`config.mk`:
```
export PLATFORM = sky130hd
export DESIGN_NAME = radix_digit_string_to_bignum_core
export DESIGN_NICKNAME = d
export VERILOG_FILES = /design/src/rtl/rdsb_pkg.sv /design/src/rtl/rdsb_front.sv /design/src/rtl/rdsb_queue.sv /design/src/rtl/rdsb_back.sv /design/src/rtl/radix_digit_string_to_bignum_core.sv
export SDC_FILE = /design/constraint.sdc
export NUM_CORES = 1
export LEC_CHECK = 0
export BUFFER_PORTS_ARGS = -buffer_cell sky130_fd_sc_hd__buf_4
export CORE_AREA = 8 8 240 242
export CTS_CLUSTER_DIAMETER = 100
export DETAILED_ROUTE_END_ITERATION = 8
export DIE_AREA = 0 0 248 250
export HOLD_SLACK_MARGIN = 0.12
export PLACE_DENSITY_LB_ADDON = 0.15
export SYNTH_ARGS = -nofsm -noshare
export SYNTH_HDL_FRONTEND = slang
export SYNTH_SLANG_ARGS = --single-unit
```
`constraint.sdc`:
```
create_clock -name clk -period 17.16 [get_ports clk]
set_input_delay 2.574 -clock clk [delete_from_list [all_inputs] [get_ports clk]]
set_output_delay 2.574 -clock clk [all_outputs]
set_load 0.01 [all_outputs]
```
`src/rtl/rdsb_pkg.sv`:
```
// Shared types, constants and digit helpers for the radix digit string converter.
`timescale 1ns / 1ps

package rdsb_pkg;

  // Limb geometry
  localparam int LimbCountDefault = 16;
  localparam int LimbBits         = 16;
  localparam int MaxResults       = 16;

  // Queue between front and back (depth is a power of two so pointers wrap)
  localparam int QueueDepth = 2;
  localparam int QueuePtrW  = $clog2(QueueDepth);
  localparam int QueueCntW  = $clog2(QueueDepth + 1);

  // Radix codes
  localparam logic [1:0] RadixBin = 2'd0;
  localparam logic [1:0] RadixOct = 2'd1;
  localparam logic [1:0] RadixDec = 2'd2;
  localparam logic [1:0] RadixHex = 2'd3;

  // Digit value of a byte that is no hex digit at all
  localparam logic [4:0] NoDigit = 5'd16;

  // One classified byte on its way to the back
  typedef struct packed {
    logic       clear;
    logic       is_digit;
    logic [3:0] digit;
    logic [1:0] radix_code;
    logic [7:0] character;
  } rdsb_op_t;

  // Hex value of a text byte, NoDigit for anything else
  function automatic logic [4:0] digit_value(input logic [7:0] ch);
    logic [4:0] dv;
    dv = NoDigit;
    if (ch >= 8'h30 && ch <= 8'h39) dv = 5'(ch - 8'h30);         // '0'..'9'
    else if (ch >= 8'h61 && ch <= 8'h66) dv = 5'(ch - 8'h57);    // 'a'..'f'
    else if (ch >= 8'h41 && ch <= 8'h46) dv = 5'(ch - 8'h37);    // 'A'..'F'
    return dv;
  endfunction

  function automatic logic [4:0] radix_of(input logic [1:0] code);
    logic [4:0] r;
    case (code)
      RadixBin: r = 5'd2;
      RadixOct: r = 5'd8;
      RadixDec: r = 5'd10;
      RadixHex: r = 5'd16;
      default:  r = 5'd2;
    endcase
    return r;
  endfunction

  // Digit count from which the result is taken from the limbs; a decimal value may wrap one digit earlier
  function automatic logic [5:0] limit_of(input logic [1:0] code);
    logic [5:0] l;
    case (code)
      RadixBin: l = 6'd33;
      RadixOct: l = 6'd11;
      RadixDec: l = 6'd11;
      RadixHex: l = 6'd9;
      default:  l = 6'd33;
    endcase
    return l;
  endfunction

endpackage

```
`src/rtl/rdsb_front.sv`:
```
// Front end: accepts text bytes, tracks the open numeral and classifies digits.
`timescale 1ns / 1ps

module rdsb_front (
  input  logic                clk,
  input  logic                rst,
  input  logic                in_valid,
  output logic                in_ready,
  input  logic [7:0]          character,
  input  logic [1:0]          radix_code,
  input  logic                first,
  output logic                push_valid,
  input  logic                push_ready,
  output rdsb_pkg::rdsb_op_t  push_op
);

  logic       open_num;
  logic       open_num_next;
  logic [1:0] cur_code;
  logic [1:0] cur_code_next;
  logic       accept;
  logic       eff_open;
  logic [1:0] eff_code;
  logic [4:0] dv;
  logic       is_digit;

  // Classify the byte against the radix in force for it
  assign in_ready = push_ready;
  assign accept   = in_valid && in_ready;
  assign eff_open = first || open_num;
  assign eff_code = first ? radix_code : cur_code;
  assign dv       = rdsb_pkg::digit_value(character);
  assign is_digit = dv < rdsb_pkg::radix_of(eff_code);

  // Forward only bytes that belong to a numeral; drop the rest
  assign push_valid         = accept && eff_open;
  assign push_op.clear      = first;
  assign push_op.is_digit   = is_digit;
  assign push_op.digit      = dv[3:0];
  assign push_op.radix_code = eff_code;
  assign push_op.character  = character;

  // A non-digit closes the numeral
  always_comb begin
    open_num_next = open_num;
    cur_code_next = cur_code;
    if (accept) begin
      open_num_next = eff_open && is_digit;
      cur_code_next = eff_code;
    end
  end

  always_ff @(posedge clk) begin
    if (rst) begin
      open_num <= 1'b0;
      cur_code <= rdsb_pkg::RadixBin;
    end else begin
      open_num <= open_num_next;
      cur_code <= cur_code_next;
    end
  end

endmodule

```
`src/rtl/rdsb_queue.sv`:
```
// Short FIFO of classified bytes between front and back.
`timescale 1ns / 1ps

module rdsb_queue (
  input  logic                clk,
  input  logic                rst,
  input  logic                push_valid,
  output logic                push_ready,
  input  rdsb_pkg::rdsb_op_t  push_op,
  output logic                pop_valid,
  input  logic                pop_ready,
  output rdsb_pkg::rdsb_op_t  pop_op
);

  rdsb_pkg::rdsb_op_t               slots [rdsb_pkg::QueueDepth];
  logic [rdsb_pkg::QueuePtrW-1:0]   wr_ptr;
  logic [rdsb_pkg::QueuePtrW-1:0]   rd_ptr;
  logic [rdsb_pkg::QueueCntW-1:0]   fill;
  logic                             do_push;
  logic                             do_pop;

  assign push_ready = fill != rdsb_pkg::QueueCntW'(rdsb_pkg::QueueDepth);
  assign pop_valid  = fill != '0;
  assign pop_op     = slots[rd_ptr];
  assign do_push    = push_valid && push_ready;
  assign do_pop     = pop_valid && pop_ready;

  // Store the entry
  always_ff @(posedge clk) begin
    if (do_push) slots[wr_ptr] <= push_op;
  end

  // Advance pointers and fill level; pointers wrap at the power-of-two depth
  always_ff @(posedge clk) begin
    if (rst) begin
      wr_ptr <= '0;
      rd_ptr <= '0;
      fill   <= '0;
    end else begin
      if (do_push) wr_ptr <= wr_ptr + 1'b1;
      if (do_pop)  rd_ptr <= rd_ptr + 1'b1;
      case ({do_push, do_pop})
        2'b10:   fill <= fill + 1'b1;
        2'b01:   fill <= fill - 1'b1;
        default: fill <= fill;
      endcase
    end
  end

endmodule

```
`src/rtl/rdsb_back.sv`:
```
// Back end: accumulates digits into the small value and the limb memory, emits results.
`timescale 1ns / 1ps

module rdsb_back #(
  parameter int LIMB_COUNT = rdsb_pkg::LimbCountDefault
) (
  input  logic                clk,
  input  logic                rst,
  input  logic                pop_valid,
  output logic                pop_ready,
  input  rdsb_pkg::rdsb_op_t  pop_op,
  output logic                out_valid,
  input  logic                out_ready,
  output logic                is_bignum,
  output logic [31:0]         value,
  output logic [3:0]          limb_index,
  output logic [4:0]          limb_count,
  output logic [7:0]          terminator,
  output logic                last
);

  localparam int AW     = $clog2(LIMB_COUNT);
  localparam int LB     = rdsb_pkg::LimbBits;
  localparam int MaxOut = (LIMB_COUNT > rdsb_pkg::MaxResults) ? rdsb_pkg::MaxResults
                                                              : LIMB_COUNT;

  typedef enum logic [6:0] {
    S_IDLE  = 7'b0000001,
    S_LIMB  = 7'b0000010,
    S_GROW  = 7'b0000100,
    S_PAIR0 = 7'b0001000,
    S_PAIR1 = 7'b0010000,
    S_SMALL = 7'b0100000,
    S_BIG   = 7'b1000000
  } state_t;

  // Limb memory
  logic [LB-1:0] mem [LIMB_COUNT];
  logic [LB-1:0] rdata;
  logic          rd_en;
  logic [AW-1:0] rd_addr;
  logic          wr_en;
  logic [AW-1:0] wr_addr;
  logic [LB-1:0] wr_data;

  // Registers
  state_t        state, state_next;
  logic [31:0]   acc, acc_next;
  logic [5:0]    cnt, cnt_next;
  logic [AW-1:0] top, top_next;
  logic          empty, empty_next;
  logic [1:0]    radix_r, radix_r_next;
  logic [7:0]    term, term_next;
  logic [4:0]    carry, carry_next;
  logic [AW-1:0] idx, idx_next;
  logic [31:0]   small_val, small_val_next;

  logic          out_load;
  logic          out_free;
  logic          ld_big;
  logic [31:0]   ld_value;
  logic [3:0]    ld_index;
  logic [4:0]    ld_count;
  logic          ld_last;

  // Working values
  logic [31:0]   eff_acc;
  logic [5:0]    eff_cnt;
  logic [AW-1:0] eff_top;
  logic          eff_empty;
  logic [4:0]    op_radix;
  logic [4:0]    loop_radix;
  logic [LB-1:0] limb;
  logic [20:0]   work;
  logic [AW:0]   top_inc;
  logic [AW-1:0] last_idx;

  assign pop_ready  = state == S_IDLE;
  assign out_free   = !out_valid || out_ready;
  assign op_radix   = rdsb_pkg::radix_of(pop_op.radix_code);
  assign loop_radix = rdsb_pkg::radix_of(radix_r);
  assign top_inc    = {1'b0, top} + 1'b1;
  assign last_idx   = (top > AW'(MaxOut - 1)) ? AW'(MaxOut - 1) : top;
  assign limb       = empty ? '0 : rdata;
  assign work       = 21'(carry) + 21'(loop_radix) * 21'(limb);

  // Sequence digits, limb passes and result emission
  always_comb begin
    state_next     = state;
    acc_next       = acc;
    cnt_next       = cnt;
    top_next       = top;
    empty_next     = empty;
    radix_r_next   = radix_r;
    term_next      = term;
    carry_next     = carry;
    idx_next       = idx;
    small_val_next = small_val;
    rd_en          = 1'b0;
    rd_addr        = '0;
    wr_en          = 1'b0;
    wr_addr        = idx;
    wr_data        = work[LB-1:0];
    out_load       = 1'b0;
    ld_big         = 1'b0;
    ld_value       = small_val;
    ld_index       = '0;
    ld_count       = 5'd1;
    ld_last        = 1'b1;
    eff_acc        = pop_op.clear ? '0 : acc;
    eff_cnt        = pop_op.clear ? '0 : cnt;
    eff_top        = pop_op.clear ? '0 : top;
    eff_empty      = pop_op.clear ? 1'b1 : empty;

    case (state)
      S_IDLE: begin
        if (pop_valid) begin
          // Apply the numeral start, then the byte itself
          radix_r_next = pop_op.radix_code;
          term_next    = pop_op.character;
          top_next     = eff_top;
          empty_next   = eff_empty;
          acc_next     = eff_acc;
          cnt_next     = eff_cnt;
          rd_en        = 1'b1;
          rd_addr      = '0;
          idx_next     = '0;
          if (pop_op.is_digit) begin
            acc_next   = 32'(eff_acc * 32'(op_radix)) + 32'(pop_op.digit);
            cnt_next   = (eff_cnt == 6'd63) ? eff_cnt : eff_cnt + 6'd1;
            carry_next = 5'(pop_op.digit);
            state_next = S_LIMB;
          end else if (eff_cnt < rdsb_pkg::limit_of(pop_op.radix_code)) begin
            small_val_next = eff_acc;
            state_next     = S_SMALL;
          end else if (eff_top < AW'(2)) begin
            state_next = S_PAIR0;
          end else begin
            state_next = S_BIG;
          end
        end
      end

      S_LIMB: begin
        // Multiply one limb by the radix and add the running carry
        wr_en      = 1'b1;
        wr_addr    = idx;
        carry_next = work[20:16];
        if (idx == top) begin
          empty_next = 1'b0;
          if (work[20:16] != '0 && top_inc < (AW+1)'(LIMB_COUNT)) begin
            state_next = S_GROW;
          end else begin
            state_next = S_IDLE;
          end
        end else begin
          idx_next = idx + 1'b1;
          rd_en    = 1'b1;
          rd_addr  = idx + 1'b1;
        end
      end

      S_GROW: begin
        // Open a new top limb with the leftover carry
        wr_en      = 1'b1;
        wr_addr    = top_inc[AW-1:0];
        wr_data    = LB'(carry);
        top_next   = top_inc[AW-1:0];
        state_next = S_IDLE;
      end

      S_PAIR0: begin
        small_val_next[15:0] = limb;
        rd_en                = 1'b1;
        rd_addr              = AW'(1);
        state_next           = S_PAIR1;
      end

      S_PAIR1: begin
        small_val_next[31:16] = (top >= AW'(1) && !empty) ? rdata : '0;
        state_next            = S_SMALL;
      end

      S_SMALL: begin
        if (out_free) begin
          out_load   = 1'b1;
          state_next = S_IDLE;
        end
      end

      S_BIG: begin
        // Send one limb per transfer, lowest first
        if (out_free) begin
          out_load = 1'b1;
          ld_big   = 1'b1;
          ld_value = 32'(rdata);
          ld_index = 4'(idx);
          ld_count = 5'(top_inc);
          ld_last  = idx == last_idx;
          if (idx == last_idx) begin
            state_next = S_IDLE;
          end else begin
            idx_next = idx + 1'b1;
            rd_en    = 1'b1;
            rd_addr  = idx + 1'b1;
          end
        end
      end

      default: state_next = S_IDLE;
    endcase
  end

  // Limb memory ports
  always_ff @(posedge clk) begin
    if (wr_en) mem[wr_addr] <= wr_data;
    if (rd_en) rdata <= mem[rd_addr];
  end

  always_ff @(posedge clk) begin
    if (rst) begin
      state     <= S_IDLE;
      acc       <= '0;
      cnt       <= '0;
      top       <= '0;
      empty     <= 1'b1;
      radix_r   <= rdsb_pkg::RadixBin;
      out_valid <= 1'b0;
    end else begin
      state     <= state_next;
      acc       <= acc_next;
      cnt       <= cnt_next;
      top       <= top_next;
      empty     <= empty_next;
      radix_r   <= radix_r_next;
      out_valid <= out_load ? 1'b1 : (out_ready ? 1'b0 : out_valid);
    end
  end

  // Payload registers
  always_ff @(posedge clk) begin
    term      <= term_next;
    carry     <= carry_next;
    idx       <= idx_next;
    small_val <= small_val_next;
    if (out_load) begin
      is_bignum  <= ld_big;
      value      <= ld_value;
      limb_index <= ld_index;
      limb_count <= ld_count;
      terminator <= term;
      last       <= ld_last;
    end
  end

`ifndef NO_ASSERTIONS
  a_limb_in_range: assert property (@(posedge clk) disable iff (rst)
    state == S_LIMB |-> idx <= top)
    else $error("limb pass index beyond top limb");

  a_big_has_limbs: assert property (@(posedge clk) disable iff (rst)
    state == S_BIG |-> !empty && top >= AW'(2))
    else $error("bignum emission without three live limbs");

  a_top_bounded: assert property (@(posedge clk) disable iff (rst)
    top_inc <= (AW+1)'(LIMB_COUNT))
    else $error("top limb beyond limb memory");

  a_no_load_when_full: assert property (@(posedge clk) disable iff (rst)
    out_load |-> out_free)
    else $error("result loaded over a waiting result");
`endif

endmodule

```
`src/rtl/radix_digit_string_to_bignum_core.sv`:
```
// Top level: radix digit string to multi-limb integer converter.
//
//   channel   direction  handshake              payload
//   input     in         in_valid / in_ready    character, radix_code, first
//   result    out        out_valid / out_ready  is_bignum, value, limb_index,
//                                               limb_count, terminator, last
//
// The front takes one byte per cycle while its two-entry queue has room.
// A digit holds the back while the shared radix multiplier passes over each limb in
// turn through the limb memory port, and while a new top limb takes a leftover carry.
// A terminator gives one small result, or one result transfer per limb sent.
// Reset is synchronous; the limb memory needs no clearing pass (fill tracking).
// A waiting result stalls only the back; the front keeps filling the queue.
`timescale 1ns / 1ps

module radix_digit_string_to_bignum_core #(
  parameter int LIMB_COUNT = rdsb_pkg::LimbCountDefault
) (
  input  logic        clk,
  input  logic        rst,
  input  logic        in_valid,
  output logic        in_ready,
  input  logic [7:0]  character,
  input  logic [1:0]  radix_code,
  input  logic        first,
  output logic        out_valid,
  input  logic        out_ready,
  output logic        is_bignum,
  output logic [31:0] value,
  output logic [3:0]  limb_index,
  output logic [4:0]  limb_count,
  output logic [7:0]  terminator,
  output logic        last
);

  logic               push_valid;
  logic               push_ready;
  rdsb_pkg::rdsb_op_t push_op;
  logic               pop_valid;
  logic               pop_ready;
  rdsb_pkg::rdsb_op_t pop_op;

  rdsb_front u_front (
    .clk        (clk),
    .rst        (rst),
    .in_valid   (in_valid),
    .in_ready   (in_ready),
    .character  (character),
    .radix_code (radix_code),
    .first      (first),
    .push_valid (push_valid),
    .push_ready (push_ready),
    .push_op    (push_op)
  );

  rdsb_queue u_queue (
    .clk        (clk),
    .rst        (rst),
    .push_valid (push_valid),
    .push_ready (push_ready),
    .push_op    (push_op),
    .pop_valid  (pop_valid),
    .pop_ready  (pop_ready),
    .pop_op     (pop_op)
  );

  rdsb_back #(
    .LIMB_COUNT (LIMB_COUNT)
  ) u_back (
    .clk        (clk),
    .rst        (rst),
    .pop_valid  (pop_valid),
    .pop_ready  (pop_ready),
    .pop_op     (pop_op),
    .out_valid  (out_valid),
    .out_ready  (out_ready),
    .is_bignum  (is_bignum),
    .value      (value),
    .limb_index (limb_index),
    .limb_count (limb_count),
    .terminator (terminator),
    .last       (last)
  );

endmodule

```
Yosys cells after proc, flatten, opt, wreduce, memory -nomap -nowiden

Memories as Yosys holds them, arrays and structs flattened. A register that Yosys moved wholly into a read port is not among the register bits.
Index checks and enable logic that the tools add are counted.

Add/subtract/negate cells: 12
$mul: 2
Order comparisons: 12
Eq/ne operators: 33
Multiplexer cells: 74
Reduce and logical (&&, ||, !) cells: 38

Operator list:

| operator              | count |
|---|---|
| $mux W32              | 7 |
| $pmux W16 S2          | 2 |
| $pmux W5 S4           | 3 |
| $mux W7               | 8 |
| $mux W16              | 3 |
| $mux W4               | 11 |
| $pmux W7 S6           | 1 |
| $mux W6               | 6 |
| $add A32 B4 Y32       | 1 |
| $mul A32 B5 Y32       | 1 |
| $mux W5               | 5 |
| $pmux W4 S3           | 2 |
| $add A5 B21 Y21       | 1 |
| $mul A5 B16 Y21       | 1 |
| $mux W1               | 18 |
| $pmux W6 S3           | 1 |
| $ge A8 B7 Y1 const B  | 2 |
| $le A8 B7 Y1 const B  | 2 |
| $sub A5 B5 Y5 const B | 3 |
| $eq A2 B2 Y1 const B  | 7 |
| $ne A2 B1 Y1 const B  | 7 |
| $reduce_bool A2 Y1    | 7 |
| $reduce_and A4 Y1     | 3 |
| $logic_and A1 B1 Y1   | 10 |
| 41 further kinds      | 59 |

Register bits after elaboration: 160
RAM bits: 288
Bits of input ports: 15
Output and inout bits: 53
Word-level logic and storage cells: 196
Memories kept: 2

Memory list:

| memory        | words | bits a word | rd ports | clocked after Yosys merged registers in | write ports | RTL line         | RTL |
|---|---|---|---|---|---|---|---|
| u_back.mem    | 16    | 16          | 1        | 1                                       | 1           | rdsb_back.sv:38  | `logic [LB-1:0] mem [LIMB_COUNT];` |
| u_queue.slots | 2     | 16          | 1        | 1                                       | 1           | rdsb_queue.sv:15 | `rdsb_pkg::rdsb_op_t slots [rdsb_pkg::QueueDepth];` |

Longest topological paths before layout

Gate-level depths: netlist of run 1.

Word-level depth: 11
Depth in mapped cells: 23

Hierarchy

Synthesis of run 1 repeated with hierarchy kept, for this count alone.

Cell total of the unflattened synthesis: 2,078
Area, all modules: 24,522.3 sq um

Modules (own cells, without submodules):

| module     | times used | cells an instance | area an instance (sq um) | sequential area each (sq um) |
|---|---|---|---|---|
| rdsb_back  | 1          | 1,929             | 22,605.4                 | 12,231.7 |
| rdsb_queue | 1          | 74                | 1,373.8                  | 1,061.0 |
| rdsb_front | 1          | 75                | 543.0                    | 60.1 |

Worst setup path after synthesis of run 1

OpenSTA, ideal clock, no wires.

Path type: input to register
Start point: input port out_ready
End point: register u_back.is_bignum (enable)
Library setup time: 0.465 ns
Arrival: 5.013 ns
Setup slack: 11.681 ns
Cell stages on the path: 2
Path buffers: 0
Cell sequence: nand2b_1 > nor2b_1

Cells in the longest elaborated chain, start to end: 3

RTL lines:

| what                   | RTL line                                | RTL |
|---|---|---|
| start: declaration     | radix_digit_string_to_bignum_core.sv:27 | `input logic out_ready,` |
| $logic_or A1 B1 Y1     | rdsb_back.sv:79                         | `assign out_free = !out_valid \|\| out_ready;` |
| $mux W1                | rdsb_back.sv:185, rdsb_back.sv:193      |  |
| $mux W1                | n/a                                     |  |
| via u_back.out_load    | rdsb_back.sv:58                         | `logic out_load;` |
| end signal: assignment | rdsb_back.sv:247                        | `is_bignum <= ld_big;` |
| end: declaration       | rdsb_back.sv:14                         | `output logic is_bignum,` |

The timed path passes the listed nets, and every way through them passes these cells.
A chain may end at the register's enable or synchronous reset.

==> flow_summary.json, run 1 <==
{
  "ys_seq_elements": 465,
  "pwr-share-comb_pct": 15.2,
  "portBuffers": 67,
  "io_pins": 68,
  "final-setup-viol-count": 0,
  "nFillCells": 4626,
  "grt-ovfl-total": 0,
  "synth_area_per_cell_um2": 13.25,
  "netlist_area_um2": 23830,
  "track_usage_pct": 18.92,
  "grt_util_met1_pct": 24.72,
  "cts_resized": 0,
  "total_leakage_power_uw": 0.01015,
  "swShare_pct": 29.12,
  "clockBufferDepth": 3,
  "die_area_um2": 62000,
  "cp.arrival_ns": 6.23,
  "yosysWarnings": 0,
  "hpwlAfterDp_um": 39350,
  "clk_latency_ns": 0.63,
  "synth_edf_count": 404,
  "dr.pass1.iters": 5,
  "tightest_slew_ns": 1.280,
  "syn2layout_area_growth_pct": 12.66,
  "grt_pass1_vias": 15026,
  "coreArea_um2": 53500,
  "die_y_um": 250,
  "multi_input_area_um2": 9784,
  "clock-sinks": 465,
  "async_flop_share_pct": 0,
  "fmax_mhz": 173.3,
  "start_util_pct": 44.54,
  "wl_per_cell_um": 22.37,
  "grt_busiest_layer": "met2",
  "gr-usage-met2_pct": 32.75,
  "pwr-share-seq_pct": 48.1,
  "ff_latch_area_um2": 13350,
  "crit_type": "flop to flop",
  "drc": 0,
  "cts_root_buf": "clkbuf_16",
  "critical_path_required_ns": 17.62,
  "antenna_found_initial": 0,
  "p_int_uw": 2133,
  "finalSetupTns_ns": 0,
  "switchingPower_uw": 876.3,
  "wl_um": 58440,
  "cts_hold_buf": 0,
  "insertedDiodeCount": 0,
  "fin_total_pwr_uw": 3009,
  "nets": 2098,
  "cts_setup_buffers": 0,
  "synthCells": 1798,
  "cts_tree": "yes",
  "rsz0062_at_grt": "false",
  "status": "finished, final reports clean",
  "startpoint_type": "flop",
  "p_per_area_nw_per_um2": 112.1,
  "drtIter0Drc": 1181,
  "slew_violations": 0,
  "cts_buffers": 51,
  "finalCritPeriodShare_pct": 33.62,
  "layout_min_cycle_time_ns": 5.769,
  "synth_flop_cell": "edfxtp_1",
  "gp_congestion": 0.8419,
  "ant_nets": 0,
  "crit_path_end_kind": "flop",
  "die_w_um": 248,
  "max-slew-margin-rel_pct": 14.49,
  "via_per_inst": 5.625,
  "synth_seq_area_share_pct": 56.04,
  "grt_first_pass_wirelength_um": 90500,
  "rows": 85,
  "clk_pin_slew_ns": 0.06,
  "fin_skew_ns": 0.05727,
  "ctsHtreeMaxLevel": 2,
  "hp-class": "flop to flop",
  "clockPowerShare_pct": 36.6,
  "peakVddDrop_mv": 0.08312,
  "drive_above_1_share_pct": 15.55,
  "grt_max_degree": 65,
  "grt_use_met3_pct": 2.286,
  "max-cap-violations": 0,
  "cp_max_fo": 30,
  "syn_nets": 2021,
  "ys_types": 73,
  "num_vias": 14699,
  "hold_violations": 0
}
[through the flow]
| stage | utilization, % | instances | hold WS (ns) | cell area, um2 | setup slack, ns |
|---|---|---|---|---|---|
| 2_1_floorplan | - | 1798 | 0.4003 | 23830 | 11.68 |
| 3_3_place_gp | 47.03 | 2518 | 0.4048 | 25160 | 11.13 |
| 3_5_place_dp | 47.03 | 2518 | 0.4065 | 25160 | 11.07 |
| 4_1_cts | 50.19 | 2613 | 0.4205 | 26850 | 11.41 |
| 5_1_grt | 50.19 | 2613 | 0.4263 | 26850 | 10.96 |
| 6_report | 50.19 | 2613 | 0.4203 | 26850 | 11.39 |
[cell families after synthesis]
group / share of synthesized area, %
adders and majority gates: 12.31
and+or+nand+nor: 10.12
buffers and inverters: 3.224
DFF: 56.04
AOI/OAI and AO/OA: 8.034
muxes: 8.034
xor gates and xnor gates: 2.242
[state kept, by name (all words and copies together), names as in the netlist, 2 cells and up, named ones only]
| name | count |
|---|---|
| u_back.small_val | 32 |
| u_queue.slots | 32 |
| u_back.rdata | 16 |
| u_back.idx | 4 |
| u_front.cur_code | 2 |
| u_back.acc | 32 |
| u_back.term | 8 |
| u_back.top | 4 |
| u_back.carry | 5 |
| u_back.value | 32 |
| u_back.terminator | 8 |
| u_back.state | 7 |
| u_queue.fill | 2 |
| u_back.limb_count | 5 |
| u_back.mem | 256 |
| u_back.limb_index | 4 |
| u_back.radix_r | 2 |
| u_back.cnt | 6 |
[synth_stat cells (all sizes together), types with 9 or more instances]
| cell | instances | area, um2 |
|---|---|---|
| a211oi | 14 | 105.1 |
| o31ai | 22 | 165.2 |
| nor2 | 165 | 638.1 |
| o21ai | 52 | 279.0 |
| a21oi | 72 | 371.6 |
| nand2b | 22 | 137.6 |
| and2 | 11 | 68.82 |
| edfxtp | 404 | 12130 |
| and3 | 77 | 481.7 |
| clkbuf | 53 | 198.9 |
| nand2 | 97 | 371.6 |
| mux2 | 35 | 394.1 |
| nor2b | 25 | 156.4 |
| mux4 | 64 | 1460 |
| xor2 | 16 | 140.1 |
| buf | 20 | 148.9 |
| ha | 164 | 2052 |
| dfxtp | 61 | 1221 |
| inv | 112 | 420.4 |
| a21o | 14 | 105.1 |
| fa | 44 | 880.8 |
| a22oi | 49 | 367.9 |
| a22o | 15 | 131.4 |
| nand3 | 43 | 215.2 |
| xnor2 | 45 | 394.1 |
| nor3 | 13 | 75.07 |
| a31oi | 9 | 56.30 |
[worst max-delay path, stage by stage (launching register included)]
cell and delay (ns):
dfxtp_1 0.39, mux2i_1 0.20, buf_4 0.28, ha_1 0.77, and3_1 0.27, ha_1 0.23, ha_1 0.27, inv_1 0.05
fa_1 0.52, inv_1 0.07, fa_1 0.48, a211oi_1 0.23, o21bai_1 0.14, a41o_1 0.31, a21oi_1 0.27, o31ai_1 0.17
a221oi_1 0.44, o21ai_0 0.17, xor2_1 0.16, a22o_1 0.18
[layout by cell type (no fill, tap or decap), drive strengths merged, types with 26 or more instances in the layout]
cell	n
nand2	97
ha	164
inv	115
fa	44
xnor2	45
clkinv	26
nor2	165
a22oi	49
a21oi	72
mux2	35
dfxtp	61
mux4	64
buf	97
o21ai	52
and3	77
clkbuf	60
edfxtp	404
nand3	43
[area by class of cell]
class                           count  area share, %
Clock inverter                     35          1.417
Multi-Input combinational cell   1148          36.44
Sequential cell                   465          49.74
Timing Repair Buffer               97          2.712
Inverter                          112          1.566
Clock buffer                       60          4.880
Tap cell                          696          3.244
[power groups by stage]
stage | logic, uW | clock network, uW | registers (uW)
2_1_floorplan | 319 | 0 | 1420
4_1_cts | 464 | 1130 | 1450
5_1_grt | 505 | 1170 | 1460
3_3_place_gp | 451 | 0 | 1470
3_5_place_dp | 460 | 0 | 1470
6_report | 458 | 1100 | 1450
[final timing paths]
check                 startpoint              endpoint  slack (ns)  cells past startpoint
setup / recovery            flop        u_back.acc[29]       11.39                     19
hold / removal    u_back.term[4]  u_back.terminator[4]        0.42                      0
setup reg to reg            flop        u_back.acc[29]       11.39                     19
hold reg to reg   u_back.term[4]  u_back.terminator[4]        0.42                      0
[layer usage]
layer / share of wire, % / routed length, um / up-vias
met5: 0 / 0 / -
met4: 2.4 / 1382 / 0
met3: 4.6 / 2704 / 78
met2: 50 / 29290 / 337
met1: 43 / 25060 / 7424
li1: - / - / 6860
(Power assumes the default switching activity.)
==> inputs of run 2 (changes only) <==
--- a/config.mk
+++ b/config.mk
@@ -5,11 +5,12 @@
 export SDC_FILE = /design/constraint.sdc
 export NUM_CORES = 1
 export LEC_CHECK = 0
+export ABC_AREA = 1
 export BUFFER_PORTS_ARGS = -buffer_cell sky130_fd_sc_hd__buf_4
-export CORE_AREA = 8 8 240 242
+export CORE_AREA = 8 8 252 254
 export CTS_CLUSTER_DIAMETER = 100
 export DETAILED_ROUTE_END_ITERATION = 8
-export DIE_AREA = 0 0 248 250
+export DIE_AREA = 0 0 260 262
 export HOLD_SLACK_MARGIN = 0.12
 export PLACE_DENSITY_LB_ADDON = 0.15
 export SYNTH_ARGS = -nofsm -noshare
==> constraint.sdc (replaced) <==
create_clock -name clk -period 5.1 [get_ports clk]
set_input_delay 0.765 -clock clk [delete_from_list [all_inputs] [get_ports clk]]
set_output_delay 0.765 -clock clk [all_outputs]
set_load 0.01 [all_outputs]
==> run 2 against run 1 <==
Against the previous run:
- routed wire length up 24%
- power rose to 4.0 times the previous value
- utilization down 0.78 points
- die area up 9.9%
- via count up 38%
- sequential power rose to 3.6 times the previous value
- clock-buffer cell count up 2
- clock skew down 0.041 ns
- critical endpoint is now u_back.mem[10][14]
- largest power group unchanged
==> flow_summary.json, run 2 <==
{
  "status": "finished, final reports clean",
  "cp_max_fo": 16,
  "clock-sinks": 465,
  "cts_root_buf": "clkbuf_16",
  "grt_first_pass_wirelength_um": 112000,
  "synth-xor-area-share_pct": 0.6929,
  "num_vias": 20291,
  "synth-simple-area-share_pct": 23.43,
  "gp_congestion": 0.9717,
  "synth_area_per_cell_um2": 8.962,
  "dr.pass1.iters": 8,
  "startpoint_type": "flop",
  "die_y_um": 262,
  "ant_nets": 0,
  "io_pins": 68,
  "finalSetupTns_ns": 0,
  "finalCritPeriodShare_pct": 92.30,
  "clk_pin_slew_ns": 0.06,
  "critical_path_required_ns": 5.34,
  "largest_reg_flops": 256,
  "clockBufferDepth": 3,
  "crit_type": "flop to flop",
  "total_leakage_power_uw": 0.01294,
  "drive_above_1_share_pct": 8.058,
  "synth.mux.area_fraction_pct": 0,
  "coreArea_um2": 59570,
  "yosysTopAreaCell": "edfxtp_1",
  "synth_seq_area_share_pct": 50.30,
  "synth_flop_cell": "edfxtp_1",
  "ctsHtreeMaxLevel": 2,
  "cts_resized": 0,
  "syn_nets": 3185,
  "insertedDiodeCount": 0,
  "synth_compound_area_share_pct": 5.746,
  "pre_cts_slack_ns": 0.3352,
  "grt-ovfl-total": 0,
  "final-setup-viol-count": 0,
  "start_util_pct": 44.56,
  "p_per_area_nw_per_um2": 413.3,
  "yosysWarnings": 0,
  "grt_pass1_vias": 19252,
  "async_flop_share_pct": 0,
  "grt_use_met3_pct": 3.168,
  "cp.arrival_ns": 4.95,
  "rsz0062_at_grt": "false",
  "ys_seq_elements": 465,
  "cts_hold_buf": 0,
  "clk_latency_ns": 0.60,
  "grt_busiest_layer": "met2",
  "rows": 90,
  "synthCells": 2962,
  "layout_min_cycle_time_ns": 4.707,
  "portBuffers": 67,
  "hp-class": "input pin to flop",
  "synth_top_family_by_area": "simple AND/OR/NAND/NOR gates",
  "layout_common_cells": "nand2_1, inv_1, nand3_1",
  "final_common_cell": "nand2_1",
  "via_per_inst": 5.291,
  "drtIter0Drc": 1821,
  "wl_um": 72730,
  "max-cap-violations": 0,
  "timing.hold.ws_ns": 0.3832,
  "nets": 3235,
  "synth_edf_count": 404,
  "peakVddDrop_mv": 0.2332,
  "grt_max_degree": 105,
  "antenna_found_initial": 0,
  "drc": 0,
  "crit_path_end_kind": "flop",
  "hpwlAfterDp_um": 49310,
  "syn2layout_area_growth_pct": 10.87,
  "wl_per_cell_um": 18.96,
  "placed_cell_area_um2": 27860,
  "synthAdderAreaFrac_pct": 11.05,
  "yosysMostFrequentCell": "nand2_1",
  "yosysTopAreaCellShare_pct": 45.70,
  "gr-usage-met2_pct": 33.67,
  "track_usage_pct": 21.06,
  "fmax_mhz": 212.4,
  "ys_types": 45,
  "slew_violations": 0,
  "max-slew-margin-rel_pct": 22.84,
  "fin_ws_ns": 0.3926,
  "hold_violations": 0,
  "yosys-top-cells-count": "nand2_1, inv_1, nand3_1",
  "synthTopCellsByArea": "edfxtp_1, nand2_1, ha_1, nand3_1, inv_1",
  "netlist_area_um2": 26550,
  "design_area_um2": 29430,
  "regMostFlops": "u_back.mem",
  "grt_util_met1_pct": 29.88,
  "cts_buffers": 49,
  "die_area_um2": 68120,
  "die_w_um": 260,
  "cts_tree": "yes",
  "fin_skew_ns": 0.01644,
  "tightest_slew_ns": 1.157,
  "cts_setup_buffers": 0
}
[run 2: final timing paths]
check	start	endpoint	slack (ns)	cells past startpoint
worst min-delay path	character[7]	u_queue.slots[1][7]	0.38	1
worst max register to register	u_back.radix_r[0]	u_back.mem[10][14]	0.39	18
worst min register to register	u_back.term[7]	u_back.terminator[7]	0.42	0
worst max-delay path	u_back.radix_r[0]	u_back.mem[10][14]	0.39	18
[run 2: critical path, cell delays in order, from the launching register on]
cell and delay [ns]:
dfxtp_1 0.36, inv_1 0.07, ha_1 0.29, inv_1 0.12
nor2_1 0.08, ha_1 0.28, inv_1 0.05, fa_1 0.52
fa_1 0.56, inv_1 0.04, ha_1 0.36, a21oi_1 0.11
nand2_1 0.12, nand3_1 0.08, nand2_1 0.12, inv_1 0.05
o21bai_1 0.14, o21ai_0 0.09, a21oi_1 0.89
[run 2: cell families (layout without fill, tap and decap cells)]
| logic type | after synthesis | count (layout) |
|---|---|---|
| flip-flops | 465 | 465 |
| XOR/XNOR | 21 | 21 |
| buffers and inverters | 554 | 645 |
| AO/OA/AOI/OAI | 291 | 291 |
| adder cells (fa/ha/maj) | 208 | 208 |
| AND/OR/NAND/NOR | 1423 | 1423 |
[run 2: power by group]
part / total [uW] / internal (uW) / switching (uW)
registers: 5220 / 4940 / 284
logic: 3460 / 957 / 2510
clock network: 3480 / 1970 / 1510
[run 2: metrics by stage]
step	total power [uW]	cells	utilization [%]
final	12170	3835	49.41
after global routing	12840	3835	49.41
after CTS	12260	3835	49.39
after detailed placement	8759	3743	46.77
after global placement	8696	3743	46.77
after floorplan	7481	2962	-
[run 2: layout make-up]
| type | instances | area, um2 |
|---|---|---|
| Fill cell | 5478 | 30140 |
| Sequential cell | 465 | 13350 |
| Multi-Input combinational cell | 1943 | 10960 |
| Inverter | 433 | 1628 |
| Clock buffer | 62 | 1295 |
| Tap cell | 782 | 978.4 |
| Timing Repair Buffer | 120 | 950.9 |
| Clock inverter | 30 | 266.5 |
[run 2: routing by layer]
layer  wire [um]  vias up
li1            -     9920
met1       32780     9601
met2       33260      663
met3        5078      107
met4        1611        0
met5           0        -
